$ cat src/rtl/bir_divider.sv
// Restoring divider, two quotient bits per cycle, giving integer part and fraction together.
module bir_divider #(
    parameter int NUM_W  = 19,
    parameter int DEN_W  = 11,
    parameter int FRAC_W = 16,
    localparam int STEPS = (NUM_W + FRAC_W + 1) / 2,
    localparam int Q_W   = 2 * STEPS
) (
    input  logic             clk,
    input  logic             rst_n,
    input  logic             start,
    input  logic [NUM_W-1:0] num,
    input  logic [DEN_W-1:0] den,
    output logic             done,
    output logic [Q_W-1:0]   quotient
);

    localparam int CNT_W = $clog2(STEPS + 1);

    logic [DEN_W-1:0] rem_reg, rem_next;
    logic [Q_W-1:0]   quo_reg, quo_next;
    logic [DEN_W-1:0] den_reg;
    logic [CNT_W-1:0] cnt_reg;
    logic             busy_reg;
    logic             done_reg;

    always_comb
    begin
        logic [DEN_W:0]   t;
        logic [DEN_W-1:0] r;
        logic [Q_W-1:0]   q;
        r = rem_reg;
        q = quo_reg;
        for (int i = 0; i < 2; i++)
        begin
            t = {r, q[Q_W-1]};
            q = {q[Q_W-2:0], 1'b0};
            if (t >= {1'b0, den_reg})
            begin
                t    = t - {1'b0, den_reg};
                q[0] = 1'b1;
            end
            r = t[DEN_W-1:0];
        end
        rem_next = r;
        quo_next = q;
    end

    always_ff @(posedge clk or negedge rst_n)
    begin
        if (!rst_n)
        begin
            busy_reg <= 1'b0;
            done_reg <= 1'b0;
            cnt_reg  <= '0;
        end
        else
        begin
            done_reg <= 1'b0;
            if (start)
            begin
                busy_reg <= 1'b1;
                cnt_reg  <= CNT_W'(STEPS);
            end
            else if (busy_reg)
            begin
                cnt_reg <= cnt_reg - 1'b1;
                if (cnt_reg == CNT_W'(1))
                begin
                    busy_reg <= 1'b0;
                    done_reg <= 1'b1;
                end
            end
        end
    end

    always_ff @(posedge clk)
    begin
        if (start)
        begin
            rem_reg <= '0;
            quo_reg <= Q_W'({num, FRAC_W'(0)});
            den_reg <= den;
        end
        else if (busy_reg)
        begin
            rem_reg <= rem_next;
            quo_reg <= quo_next;
        end
    end

    assign done     = done_reg;
    assign quotient = quo_reg;

endmodule

$ cat config.mk
export PLATFORM = sky130hd
export DESIGN_NAME = bir_divider
export DESIGN_NICKNAME = d
export VERILOG_FILES = /design/src/rtl/bir_divider.sv
export SDC_FILE = /design/constraint.sdc
export NUM_CORES = 1
export LEC_CHECK = 0
export BUFFER_PORTS_ARGS = -buffer_cell sky130_fd_sc_hd__clkbuf_2
export CAP_MARGIN = 20
export CORE_MARGIN = 1
export CORE_UTILIZATION = 61
export CTS_CLUSTER_DIAMETER = 30
export DETAILED_ROUTE_END_ITERATION = 10
export MAX_ROUTING_LAYER = met4
export PLACE_DENSITY = 0.95
export RECOVER_POWER = 50
export SLEW_MARGIN = 0
export SYNTH_ARGS = -nofsm -noshare
export SYNTH_HDL_FRONTEND = slang
export SYNTH_SLANG_ARGS = --single-unit
$ cat constraint.sdc
create_clock -name clk -period 11 [get_ports clk]
set_input_delay 0.55 -clock clk [delete_from_list [all_inputs] [get_ports clk]]
set_output_delay 0.55 -clock clk [all_outputs]
set_load 0.01 [all_outputs]
* Yosys cells after proc, flatten, opt, wreduce, memory -nomap -nowiden
Cells that the tools add are included.
Word-level totals: register bits 65, bits of input ports 33, output and inout bits 37, word-level logic and storage cells 28
Cells by class: add/sub/neg operators 3, magnitude comparators 2, equal/unequal tests 1, muxes and demuxes 14, reductions and logical operators 1
Operators with widths (count):
- 2-to-1 mux 35 bit | 2
- greater-or-equal comparator 12 x 11 -> 1 bit | 2
- 2-to-1 mux 11 bit | 2
- subtractor 11 bit | 2
- 2-to-1 mux 5 bit | 2
- 2-to-1 mux 1 bit | 8
- equality test 5 x 1 -> 1 bit, second input constant | 1
- subtractor 5 x 1 -> 5 bit, second input constant | 1
- nonzero test 2 bit | 1

* Logic depth before layout (Yosys ltp)
Gate-level depths: netlist of the first run.
depth in word-level cells 6, gate-level depth with buffers 18, depth with buffers taken out 17

* Worst setup path before layout of the first run
Ideal clock, no wire load.
kind reg-to-reg, from register quo_reg[35] (netlist: quotient[35]), to register rem_reg[1], setup time 0.086 ns, arrival time 4.085 ns, data required time 10.914 ns, slack 6.830 ns, stages on the path, launching flop included 18, buffers on the path 1, period minus slack after synthesis 4.170 ns, cell sequence dfxtp_1 > inv_1 > ha_1 > fa_1 > nor2b_1 > o22a_4 > o21a_1 > o31a_1 > buf_6 > mux2_2 > ha_1 > and3_1 > nor2b_1 > nor3_1 > a32oi_1 > a211oi_4 > mux2_2 > a211oi_1
On the way: cells in the longest elaborated chain, start to end 4, elaborated cells on any way between the ends 6, classes of those cells add/sub (2); order compare (2); mux (2)
Ends and longest elaborated chain:
- start, declared | RTL line 21 | logic [Q_W-1:0] quo_reg, quo_next;
- start signal, assigned | RTL line 82 | quo_reg <= Q_W'({num, FRAC_W'(0)});
- start signal, assigned | RTL line 88 | quo_reg <= quo_next;
- subtractor 11 bit or greater-or-equal comparator 12 x 11 -> 1 bit (tied branches) | RTL line 40, 38
- 2-to-1 mux 11 bit (*) | RTL line 38 | if (t >= {1'b0, den_reg})
- subtractor 11 bit or greater-or-equal comparator 12 x 11 -> 1 bit (tied branches) | RTL line 40, 38
- 2-to-1 mux 11 bit (*) | RTL line 38
- end signal, assigned | RTL line 87 | rem_reg <= rem_next;
- end, declared | RTL line 20 | logic [DEN_W-1:0] rem_reg, rem_next;
Mark *: on every way between the ends. The rest lies on a longest branch, timed or not. A chain may end at the register's enable or synchronous reset.

* Worst setup path after layout of the first run
Same ends and word-level chain as after synthesis.

==> results of run 1 <==
[final cells by class]
cell class,count,area share
Multi-Input combinational cell,272,0.459
Tap cell,77,0.0222
Clock inverter,2,0.00289
Clock buffer,14,0.0398
Inverter,24,0.0208
Sequential cell,65,0.378
Timing Repair Buffer,72,0.0779
[synthesized netlist by cell type, types with 2 or more instances]
cell type,instances,share of area
nor2_1,46,0.043
buf_4,34,0.063
edfxtp_1,30,0.22
dfxtp_1,28,0.14
ha_1,24,0.074
inv_1,24,0.022
mux2i_1,23,0.057
nand2_1,21,0.020
a22o_1,17,0.037
a21oi_1,15,0.019
o21ai_0,15,0.019
clkbuf_1,9,0.0084
mux2_2,8,0.022
nor2b_1,8,0.012
nor3_1,8,0.0099
xnor2_1,8,0.017
a211oi_1,7,0.013
dfrtp_1,7,0.043
nand2b_1,6,0.0093
xor2_1,6,0.013
nor4_1,5,0.0077
o31ai_1,5,0.0093
a21o_1,4,0.0074
buf_1,3,0.0028
o21a_1,3,0.0056
o41ai_1,3,0.0065
a31o_2,2,0.0043
and3_1,2,0.0031
and4_1,2,0.0043
buf_6,2,0.0056
fa_1,2,0.0099
nand3_1,2,0.0025
o2111ai_1,2,0.0043
o31a_1,2,0.0043
or2_2,2,0.0031
[placed cells by master, fill, tap and decap left out, types with 6 or more instances in the layout]
cell and instances:
a211oi_1 7, a21oi_1 15, a22o_1 17, clkbuf_1 25, clkbuf_2 48, clkbuf_8 12, dfrtp_1 7, dfxtp_1 28
edfxtp_1 30, ha_1 24, inv_1 24, mux2_2 8, mux2i_1 23, nand2_1 21, nand2b_1 6, nor2_1 46
nor2b_1 8, nor3_1 8, o21ai_0 15, xnor2_1 8, xor2_1 6
[critical path, cell delays in order (launching register included)]
cell and delay [ns]:
dfxtp_1 0.36, inv_1 0.07, ha_1 0.24, fa_1 0.42, nor2b_1 0.20, o22a_4 0.20, o21a_1 0.17, o31a_1 0.46
mux2_2 0.41, ha_1 0.36, and3_1 0.24, nor2b_1 0.13, nor3_1 0.13, a32oi_1 0.17, a211oi_4 0.73, mux2_2 0.41
a211oi_1 0.22
[routing by layer]
| layer | part of all wire | wire (um) | GRT usage |
|---|---|---|---|
| met2 | 0.48 | 4140 | 0.417 |
| met4 | 0.025 | 219 | 0.0862 |
| met1 | 0.43 | 3690 | 0.349 |
| met3 | 0.066 | 567 | 0.0467 |
| met5 | 0 | 0 | - |
[worst min-delay path by stage]
stage            endpoint  depth (start not counted)  startpoint  slack, ns
4_1_cts              done                          1       rst_n       0.04
2_1_floorplan    busy_reg                          0       rst_n       0.25
5_1_grt              done                          1       rst_n       0.14
3_3_place_gp   cnt_reg[0]                          1       rst_n       0.39
6_report             done                          1       rst_n       0.11
3_5_place_dp   cnt_reg[0]                          1       rst_n       0.40
[per-stage QoR]
step,utilization,instances,power (mW),hold WS [ns]
4_1_cts,0.684,526,1.01,0.0391
3_5_place_dp,0.655,510,0.820,0.398
5_1_grt,0.679,526,1.08,0.143
6_report,0.679,526,1.02,0.105
2_1_floorplan,-,409,0.735,0.254
3_3_place_gp,0.653,509,0.806,0.394
[cells by family after synthesis]
group / after synthesis / share of synthesized area
buffers and inverters: 72 / 0.102
AOI/OAI and AO/OA: 92 / 0.171
adders and majority gates: 26 / 0.0843
xor gates and xnor gates: 14 / 0.0304
and+or+nand+nor: 109 / 0.127
muxes: 31 / 0.0793
DFF: 65 / 0.405
[report_power, final]
part | total, mW | switching (mW) | internal, mW
combinational | 0.515 | 0.288 | 0.228
sequential | 0.315 | 0.0270 | 0.288
clock | 0.185 | 0.0846 | 0.100
==> impl_metrics.json, run 1 <==
{
  "n_antenna_cell": 0,
  "holdBufCountCts": 0,
  "fin_crit_ns": 5.04,
  "drv_slew": 108,
  "syn_area_per_cell_um2": 9.87,
  "post_cts_buffers": 0,
  "grt_pass1_wl_um": 14200,
  "wire_per_inst_um": 16.4,
  "cts_buffer_depth": 2,
  "synth-async-reset-ratio": 0.108,
  "violations": "max-capacitance violations, max-slew violations",
  "die_w_um": 83.4,
  "seq_area_frac_synth": 0.405,
  "core_area_mm2": 0.00639,
  "hpwl_um": 6400,
  "numClockSinks": 65,
  "crit_start": "quotient[35]",
  "synth.distinct_cells": 59,
  "gr-usage-all-layers": 0.265,
  "power_density_mw_per_mm2": 234,
  "worstSetupStartpointType": "flop",
  "cp.arrival_ns": 5.26,
  "synthesis.area_mm2": 0.00404,
  "htreeDepth": 3,
  "worstSetupPathType": "flop to flop",
  "ir_drop_v": 0.000139,
  "synth_nets": 468,
  "dieArea_mm2": 0.00695,
  "worst_pin_slew_ns": 2.82,
  "first_pass_iters": 5,
  "slew-limit-headroom": -0.879,
  "fin_setup_tns_ns": 0,
  "r2r_cells": 16,
  "postLayoutCellArea_mm2": 0.00433,
  "postRouteAntennaNets": 0,
  "portBuffers": 69,
  "crit_path_max_fanout": 16,
  "grt_antenna_before_repair": 0,
  "crit_end": "rem_reg[1]",
  "grt_max_degree": 66,
  "path_clk_slew_ns": 0.07,
  "power_leakage_nw": 2.01,
  "vias": 3158,
  "grt_pass1_vias": 2975,
  "post_cts_resized": 0,
  "routed_wirelength_um": 8610,
  "outcome": "finished, violations left",
  "multiInputGateArea_mm2": 0.00199,
  "hold_class": "primary input to async pin",
  "drive_gt1_frac": 0.185,
  "numCtsBuffers": 9,
  "rsz0062_at_grt": "false",
  "clk_latency_ns": 0.33,
  "drc_errors": 0,
  "hold_viol_final": 0,
  "postLayoutSetupSlackWorst_ns": 5.96,
  "drv_cap": 2,
  "drtIter0Drc": 197,
  "r2r-start": "quotient[35]",
  "cts_tree": "built",
  "cts-root-buf": "clkbuf_8",
  "ys_seq_elements": 65,
  "largest_reg_flops": 36,
  "num_rows": 29,
  "grt.overflow.total": 0,
  "register_area_mm2": 0.00164,
  "worst_setup_path_end_kind": "flop",
  "ios": 70,
  "required_ns": 11.21,
  "fin_nets": 503,
  "viasPerCell": 6.00,
  "fmax_ghz": 0.198,
  "areaGrowthSynthToFinish_pct": 7.34,
  "setup_viol": 0,
  "yosys_warnings": 0,
  "syn_inst": 409,
  "fillers": 483,
  "preCtsSetupSlack_ns": 6.05,
  "final.period_utilization": 0.459,
  "die_h_um": 83.4,
  "reg2reg_slack_ns": 5.96,
  "synth-edff-count": 30,
  "r2r-end": "rem_reg[1]",
  "initial_core_util": 0.632,
  "postPlaceCellArea_mm2": 0.00418,
  "synth_ff_type": "edfxtp_1",
  "gp_congestion": 0.971,
  "clock_skew_ns": 0.00780
}
Power figures use the tool's default switching activity.
==> run 2, diff against run 1 <==
--- a/config.mk
+++ b/config.mk
@@ -8,11 +8,11 @@
 export BUFFER_PORTS_ARGS = -buffer_cell sky130_fd_sc_hd__clkbuf_2
 export CAP_MARGIN = 20
 export CORE_MARGIN = 1
-export CORE_UTILIZATION = 61
+export CORE_UTILIZATION = 51
 export CTS_CLUSTER_DIAMETER = 30
 export DETAILED_ROUTE_END_ITERATION = 10
 export MAX_ROUTING_LAYER = met4
-export PLACE_DENSITY = 0.95
+export PLACE_DENSITY = 0.88
 export RECOVER_POWER = 50
 export SLEW_MARGIN = 0
 export SYNTH_ARGS = -nofsm -noshare
==> constraint.sdc (replaced) <==
create_clock -name clk -period 4.5 [get_ports clk]
set_input_delay 0.225 -clock clk [delete_from_list [all_inputs] [get_ports clk]]
set_output_delay 0.225 -clock clk [all_outputs]
set_load 0.01 [all_outputs]
==> run 2 against run 1 <==
Effect of this change: the flow still finishes with violations (max-capacitance violations, max-slew violations); first-iteration DRC count down 11%; worst hold slack worse by 0.049 ns; combinational power rose to 2.6 times the previous value; via count up 0.19%; register-to-register slack worse by 5.7 ns.
==> impl_metrics.json, run 2 (same netlist as run 1, synthesis figures left out) <==
{
  "outcome": "finished, violations left",
  "violations": "max-capacitance violations, max-slew violations",
  "drv_cap": 1,
  "grt_pass1_wl_um": 14200,
  "worstSetupPathType": "flop to flop",
  "slew-limit-headroom": -0.0238,
  "clock_skew_ns": 0.0118,
  "top_usage_layer": "met2",
  "hold_viol_final": 0,
  "final_common_cell": "nor2_1",
  "dieArea_mm2": 0.00828,
  "gp_congestion": 0.985,
  "clk_latency_ns": 0.34,
  "final_cell_mix": "nor2_1, clkbuf_1, edfxtp_1, clkbuf_2, dfxtp_1",
  "use_met2": 0.357,
  "crit_path_max_fanout": 8,
  "initial_core_util": 0.525,
  "crit_chain": "inv_1 -> ha_1 -> fa_2 -> nor2b_2 -> o22a_4 -> o21a_1 -> o31a_1 -> mux2_2 -> fa_1 -> nand2b_1 -> a21oi_1 -> o2111ai_2 -> a32oi_2 -> a211oi_4 -> buf_6 -> o41ai_1 -> a31o_2",
  "portBuffers": 69,
  "areaGrowthSynthToFinish_pct": 9.30,
  "critical_path.max_stage_delay_ns": 0.42,
  "power_density_mw_per_mm2": 571,
  "num_rows": 32,
  "numCtsBuffers": 9,
  "grt_max_degree": 42,
  "numClockSinks": 65,
  "path_clk_slew_ns": 0.07,
  "crit_slowest_cell": "fa_1",
  "hold_class": "primary input to flop",
  "drc_errors": 0,
  "rsz0062_at_grt": "false",
  "met1_usage": 0.290,
  "worstSetupStartpointType": "flop",
  "drv_slew": 38,
  "routed_wirelength_um": 8810,
  "n_antenna_cell": 0,
  "postRouteAntennaNets": 0,
  "largest_reg_flops": 36,
  "final.period_utilization": 0.949,
  "viasPerCell": 5.69,
  "fmax_ghz": 0.234,
  "gr-usage-all-layers": 0.225,
  "setup_viol": 0,
  "cts_buffer_depth": 2,
  "required_ns": 4.78,
  "grt.overflow.total": 0,
  "drtIter0Drc": 175,
  "fin_nets": 508,
  "power_leakage_nw": 1.97,
  "worst_pin_slew_ns": 1.54,
  "first_pass_iters": 4,
  "worst_setup_path_end_kind": "flop",
  "core_area_mm2": 0.00769,
  "cts_tree": "built",
  "grt_pass1_vias": 3008,
  "cts-root-buf": "clkbuf_8",
  "ir_drop_v": 0.000361,
  "htreeDepth": 3,
  "vias": 3164,
  "wire_per_inst_um": 15.8,
  "die_w_um": 91.0,
  "fin_crit_ns": 4.27,
  "post_cts_buffers": 0,
  "grt_antenna_before_repair": 0,
  "finalPower_mw": 2.52,
  "drive_gt1_frac": 0.165,
  "die_h_um": 91.0,
  "fin_setup_tns_ns": 0,
  "ios": 70,
  "cp.arrival_ns": 4.55,
  "hpwl_um": 6570,
  "met3_usage": 0.0343
}
[run 2: cell types whose count changed in the layout (fill, tap and decap cells not counted), sizes merged]
cell,delta
clkinv,+3
clkbuf,-4
dlygate4sd3,+1
buf,+5
[run 2: where the power goes]
group          internal (mW)  switching, mW
registers              0.704         0.0647
clock network          0.193          0.209
logic                  0.618          0.732
[run 2: layout make-up]
class                      instances  area [um^2]
multi-input combinational        272         2040
sequential                        65         1640
clock buffer                      11          131
inverter                          24         90.1
fill                             696         3270
tap                              102          128
timing repair buffer              77          363
clock inverter                     5         23.8
[run 2: through the flow]
step / instances / hold slack (ns) / util / setup WS, ns / area [um^2]
5_1_grt: 556 / 0.0468 / 0.574 / 0.0163 / 4410
3_5_place_dp: 539 / 0.0706 / 0.552 / 0.151 / 4240
2_1_floorplan: 409 / -0.0706 / - / 0.330 / 4040
3_3_place_gp: 538 / 0.0661 / 0.551 / 0.242 / 4230
4_1_cts: 556 / 0.0388 / 0.574 / 0.0923 / 4410
6_report: 556 / 0.0566 / 0.574 / 0.230 / 4410
[run 2: what timing repair did]
action	4_1_cts	5_1_grt
resized for setup	0	9
hold endpoints to repair	7	0
setup endpoints to repair	0	11
hold buffers	1	0
[run 2: path summary, 6_finish.rpt]
kind | depth (start not counted) | endpoint | slack, ns | from
worst max-delay path | 17 | rem_reg[10] | 0.23 | quotient[35]
worst min-delay path | 1 | den_reg[8] | 0.06 | den[8]
worst max register to register | 17 | rem_reg[10] | 0.23 | quotient[35]
worst min register to register | 2 | rem_reg[6] | 0.50 | rem_reg[6]
max in group asynchronous | 2 | cnt_reg[1] | 3.88 | rst_n
min in group asynchronous | 2 | cnt_reg[4] | 0.32 | rst_n
[run 2: routing by layer]
metal	vias up	wire, um
met4	0	193
met3	14	377
li1	1528	-
met2	99	4320
met1	1523	3920
met5	-	0
[run 2: worst max-delay path: cells and delay by family, from the launching register on]
family	cells	cell delay [ns]
adder cells (fa/ha/maj)	3	1.03
buffers and inverters	2	0.24
AND/OR/NAND/NOR	2	0.33
AO/OA/AOI/OAI	9	1.88
multiplexers	1	0.37
flip-flops	1	0.35
==> run 3, diff against run 2 <==
--- a/config.mk
+++ b/config.mk
@@ -8,11 +8,11 @@
 export BUFFER_PORTS_ARGS = -buffer_cell sky130_fd_sc_hd__clkbuf_2
 export CAP_MARGIN = 20
 export CORE_MARGIN = 1
-export CORE_UTILIZATION = 51
+export CORE_UTILIZATION = 45
 export CTS_CLUSTER_DIAMETER = 30
 export DETAILED_ROUTE_END_ITERATION = 10
 export MAX_ROUTING_LAYER = met4
-export PLACE_DENSITY = 0.88
+export PLACE_DENSITY = 0.8
 export RECOVER_POWER = 50
 export SLEW_MARGIN = 0
 export SYNTH_ARGS = -nofsm -noshare
==> run 3 against run 2 <==
Effect of this change: the run now ends clean; final area increased by 1.0%; wire length grew 1.9%; critical path depth is the same; worst hold slack lost 0.0040 ns; worst setup slack worse by 0.074 ns; non-clock buffer count up 2; maximum frequency decreased by 1.7%; via count is 1.3% lower; clock power rose by 22%; first-iteration DRC count up 14%; clock-buffer cell count fell by 1; critical endpoint is now rem_reg[0].
==> impl_metrics.json, run 3 (same netlist as run 1, synthesis figures left out) <==
{
  "slew-limit-headroom": 0.424,
  "ir_drop_v": 0.000271,
  "grt.overflow.total": 0,
  "drv_slew": 0,
  "fillers": 786,
  "drc_errors": 0,
  "fin_crit_ns": 4.34,
  "required_ns": 4.76,
  "crit_path_max_fanout": 11,
  "power_density_mw_per_mm2": 583,
  "final_util": 0.511,
  "crit_chain": "inv_1 -> ha_1 -> fa_2 -> nor2b_2 -> o22a_4 -> o21a_1 -> o31a_1 -> mux2_2 -> fa_1 -> nand2b_1 -> a21oi_1 -> o2111ai_1 -> a32oi_2 -> a211oi_4 -> buf_4 -> or2_2 -> a311oi_1",
  "p_seq_frac": 0.297,
  "hpwl_um": 6600,
  "outcome": "finished clean",
  "critical-path-top-delay-family": "compound AO/OA/AOI/OAI gates",
  "viasPerCell": 5.54,
  "hold_viol_final": 0,
  "worstSetupPathType": "flop to flop",
  "cp.buffers_inverters": 2,
  "clk_latency_ns": 0.34,
  "grt_pass1_wl_um": 14500,
  "clock_skew_ns": 0.00662,
  "first_pass_iters": 5,
  "postRouteAntennaNets": 0,
  "p_sw_frac": 0.388,
  "largest_reg_flops": 36,
  "power_frac_clock": 0.188,
  "register_area_mm2": 0.00164,
  "crit_end": "rem_reg[0]",
  "gr-usage-all-layers": 0.199,
  "finalPower_mw": 2.60,
  "hold_class": "primary input to flop",
  "numClockSinks": 65,
  "worstSetupStartpointType": "flop",
  "n_antenna_cell": 0,
  "wire_per_inst_um": 15.9,
  "drive_gt1_frac": 0.175,
  "multiInputGateArea_mm2": 0.00202,
  "crit_slowest_cell": "fa_1",
  "areaGrowthSynthToFinish_pct": 10.4,
  "r2r-end": "rem_reg[0]",
  "final.period_utilization": 0.965,
  "cts-root-buf": "clkbuf_8",
  "final_common_cell": "nor2_1",
  "initial_core_util": 0.463,
  "worst_pin_slew_ns": 0.865,
  "fin_setup_tns_ns": 0,
  "power_frac_comb": 0.515,
  "cts_tree": "built",
  "grt_antenna_before_repair": 0,
  "vias": 3124,
  "final_cell_mix": "nor2_1, clkbuf_1, edfxtp_1, clkbuf_2, dfxtp_1",
  "gp_congestion": 0.918,
  "cp.arrival_ns": 4.60,
  "critical_path.max_stage_delay_ns": 0.43,
  "whs_ns": 0.0526,
  "postLayoutCellArea_mm2": 0.00446,
  "core_area_mm2": 0.00872,
  "path_clk_slew_ns": 0.07,
  "postPlaceCellArea_mm2": 0.00426,
  "die_h_um": 96.7,
  "die_w_um": 96.7,
  "portBuffers": 69,
  "reg2reg_slack_ns": 0.16,
  "numCtsBuffers": 9,
  "cts_buffer_depth": 2,
  "crit_start": "quotient[35]",
  "fin_nets": 510,
  "power_leakage_nw": 1.99,
  "cp.depth": 17,
  "r2r_cells": 17,
  "grt_max_degree": 49,
  "hp-start": "den[4]",
  "drv_cap": 0,
  "dieArea_mm2": 0.00936,
  "htreeDepth": 3,
  "post_cts_buffers": 0,
  "intPower_mw": 1.59,
  "grt_pass1_vias": 3051,
  "num_rows": 34,
  "worst_setup_path_end_kind": "flop",
  "r2r-start": "quotient[35]",
  "routed_wirelength_um": 8980,
  "fmax_ghz": 0.230,
  "setup_viol": 0,
  "ios": 70,
  "drtIter0Drc": 200,
  "p_sw_mw": 1.01
}
## run 3: power by group through the flow
stage | sequential [mW] | combinational, mW | clock (mW)
floorplan | 0.756 | 1.04 | 0
global placement | 0.780 | 1.25 | 0
detailed placement | 0.782 | 1.28 | 0
CTS | 0.771 | 1.29 | 0.501
global route | 0.781 | 1.46 | 0.523
finish | 0.773 | 1.34 | 0.489
## run 3: metal layers
metal	GRT usage	wire length, um	part of all wire
met1	0.251	4090	0.45
met2	0.309	4210	0.47
met3	0.0311	320	0.036
met4	0.103	360	0.040
met5	-	0	0
## run 3: layout make-up
type / instances / area share
multi-input cells: 272 / 0.454
flip-flops and latches: 65 / 0.367
repair buffers: 79 / 0.0848
clock buffers: 10 / 0.0309
well taps: 108 / 0.0303
inverters: 24 / 0.0202
clock inverters: 6 / 0.0129
## run 3: metrics by stage
stage                     cells  worst slack [ns]
after floorplan             409             0.330
after global placement      546             0.278
after detailed placement    546             0.131
after CTS                   563            0.0591
after global routing        564           -0.0115
final                       564             0.157
## run 3: timing repair
action / 4_1_cts / 5_1_grt
resized for setup: 0 / 9
setup endpoints to repair: 0 / 11
hold buffers: 1 / 0
endpoints found under the hold margin: 7 / 0
## run 3: worst min-delay path by stage
| stage | cells past startpoint | endpoint |
|---|---|---|
| 4_1_cts | 1 | den_reg[5] |
| 2_1_floorplan | 0 | busy_reg |
| 6_report | 1 | den_reg[4] |
| 3_5_place_dp | 1 | cnt_reg[0] |
| 3_3_place_gp | 1 | cnt_reg[0] |
| 5_1_grt | 1 | den_reg[5] |
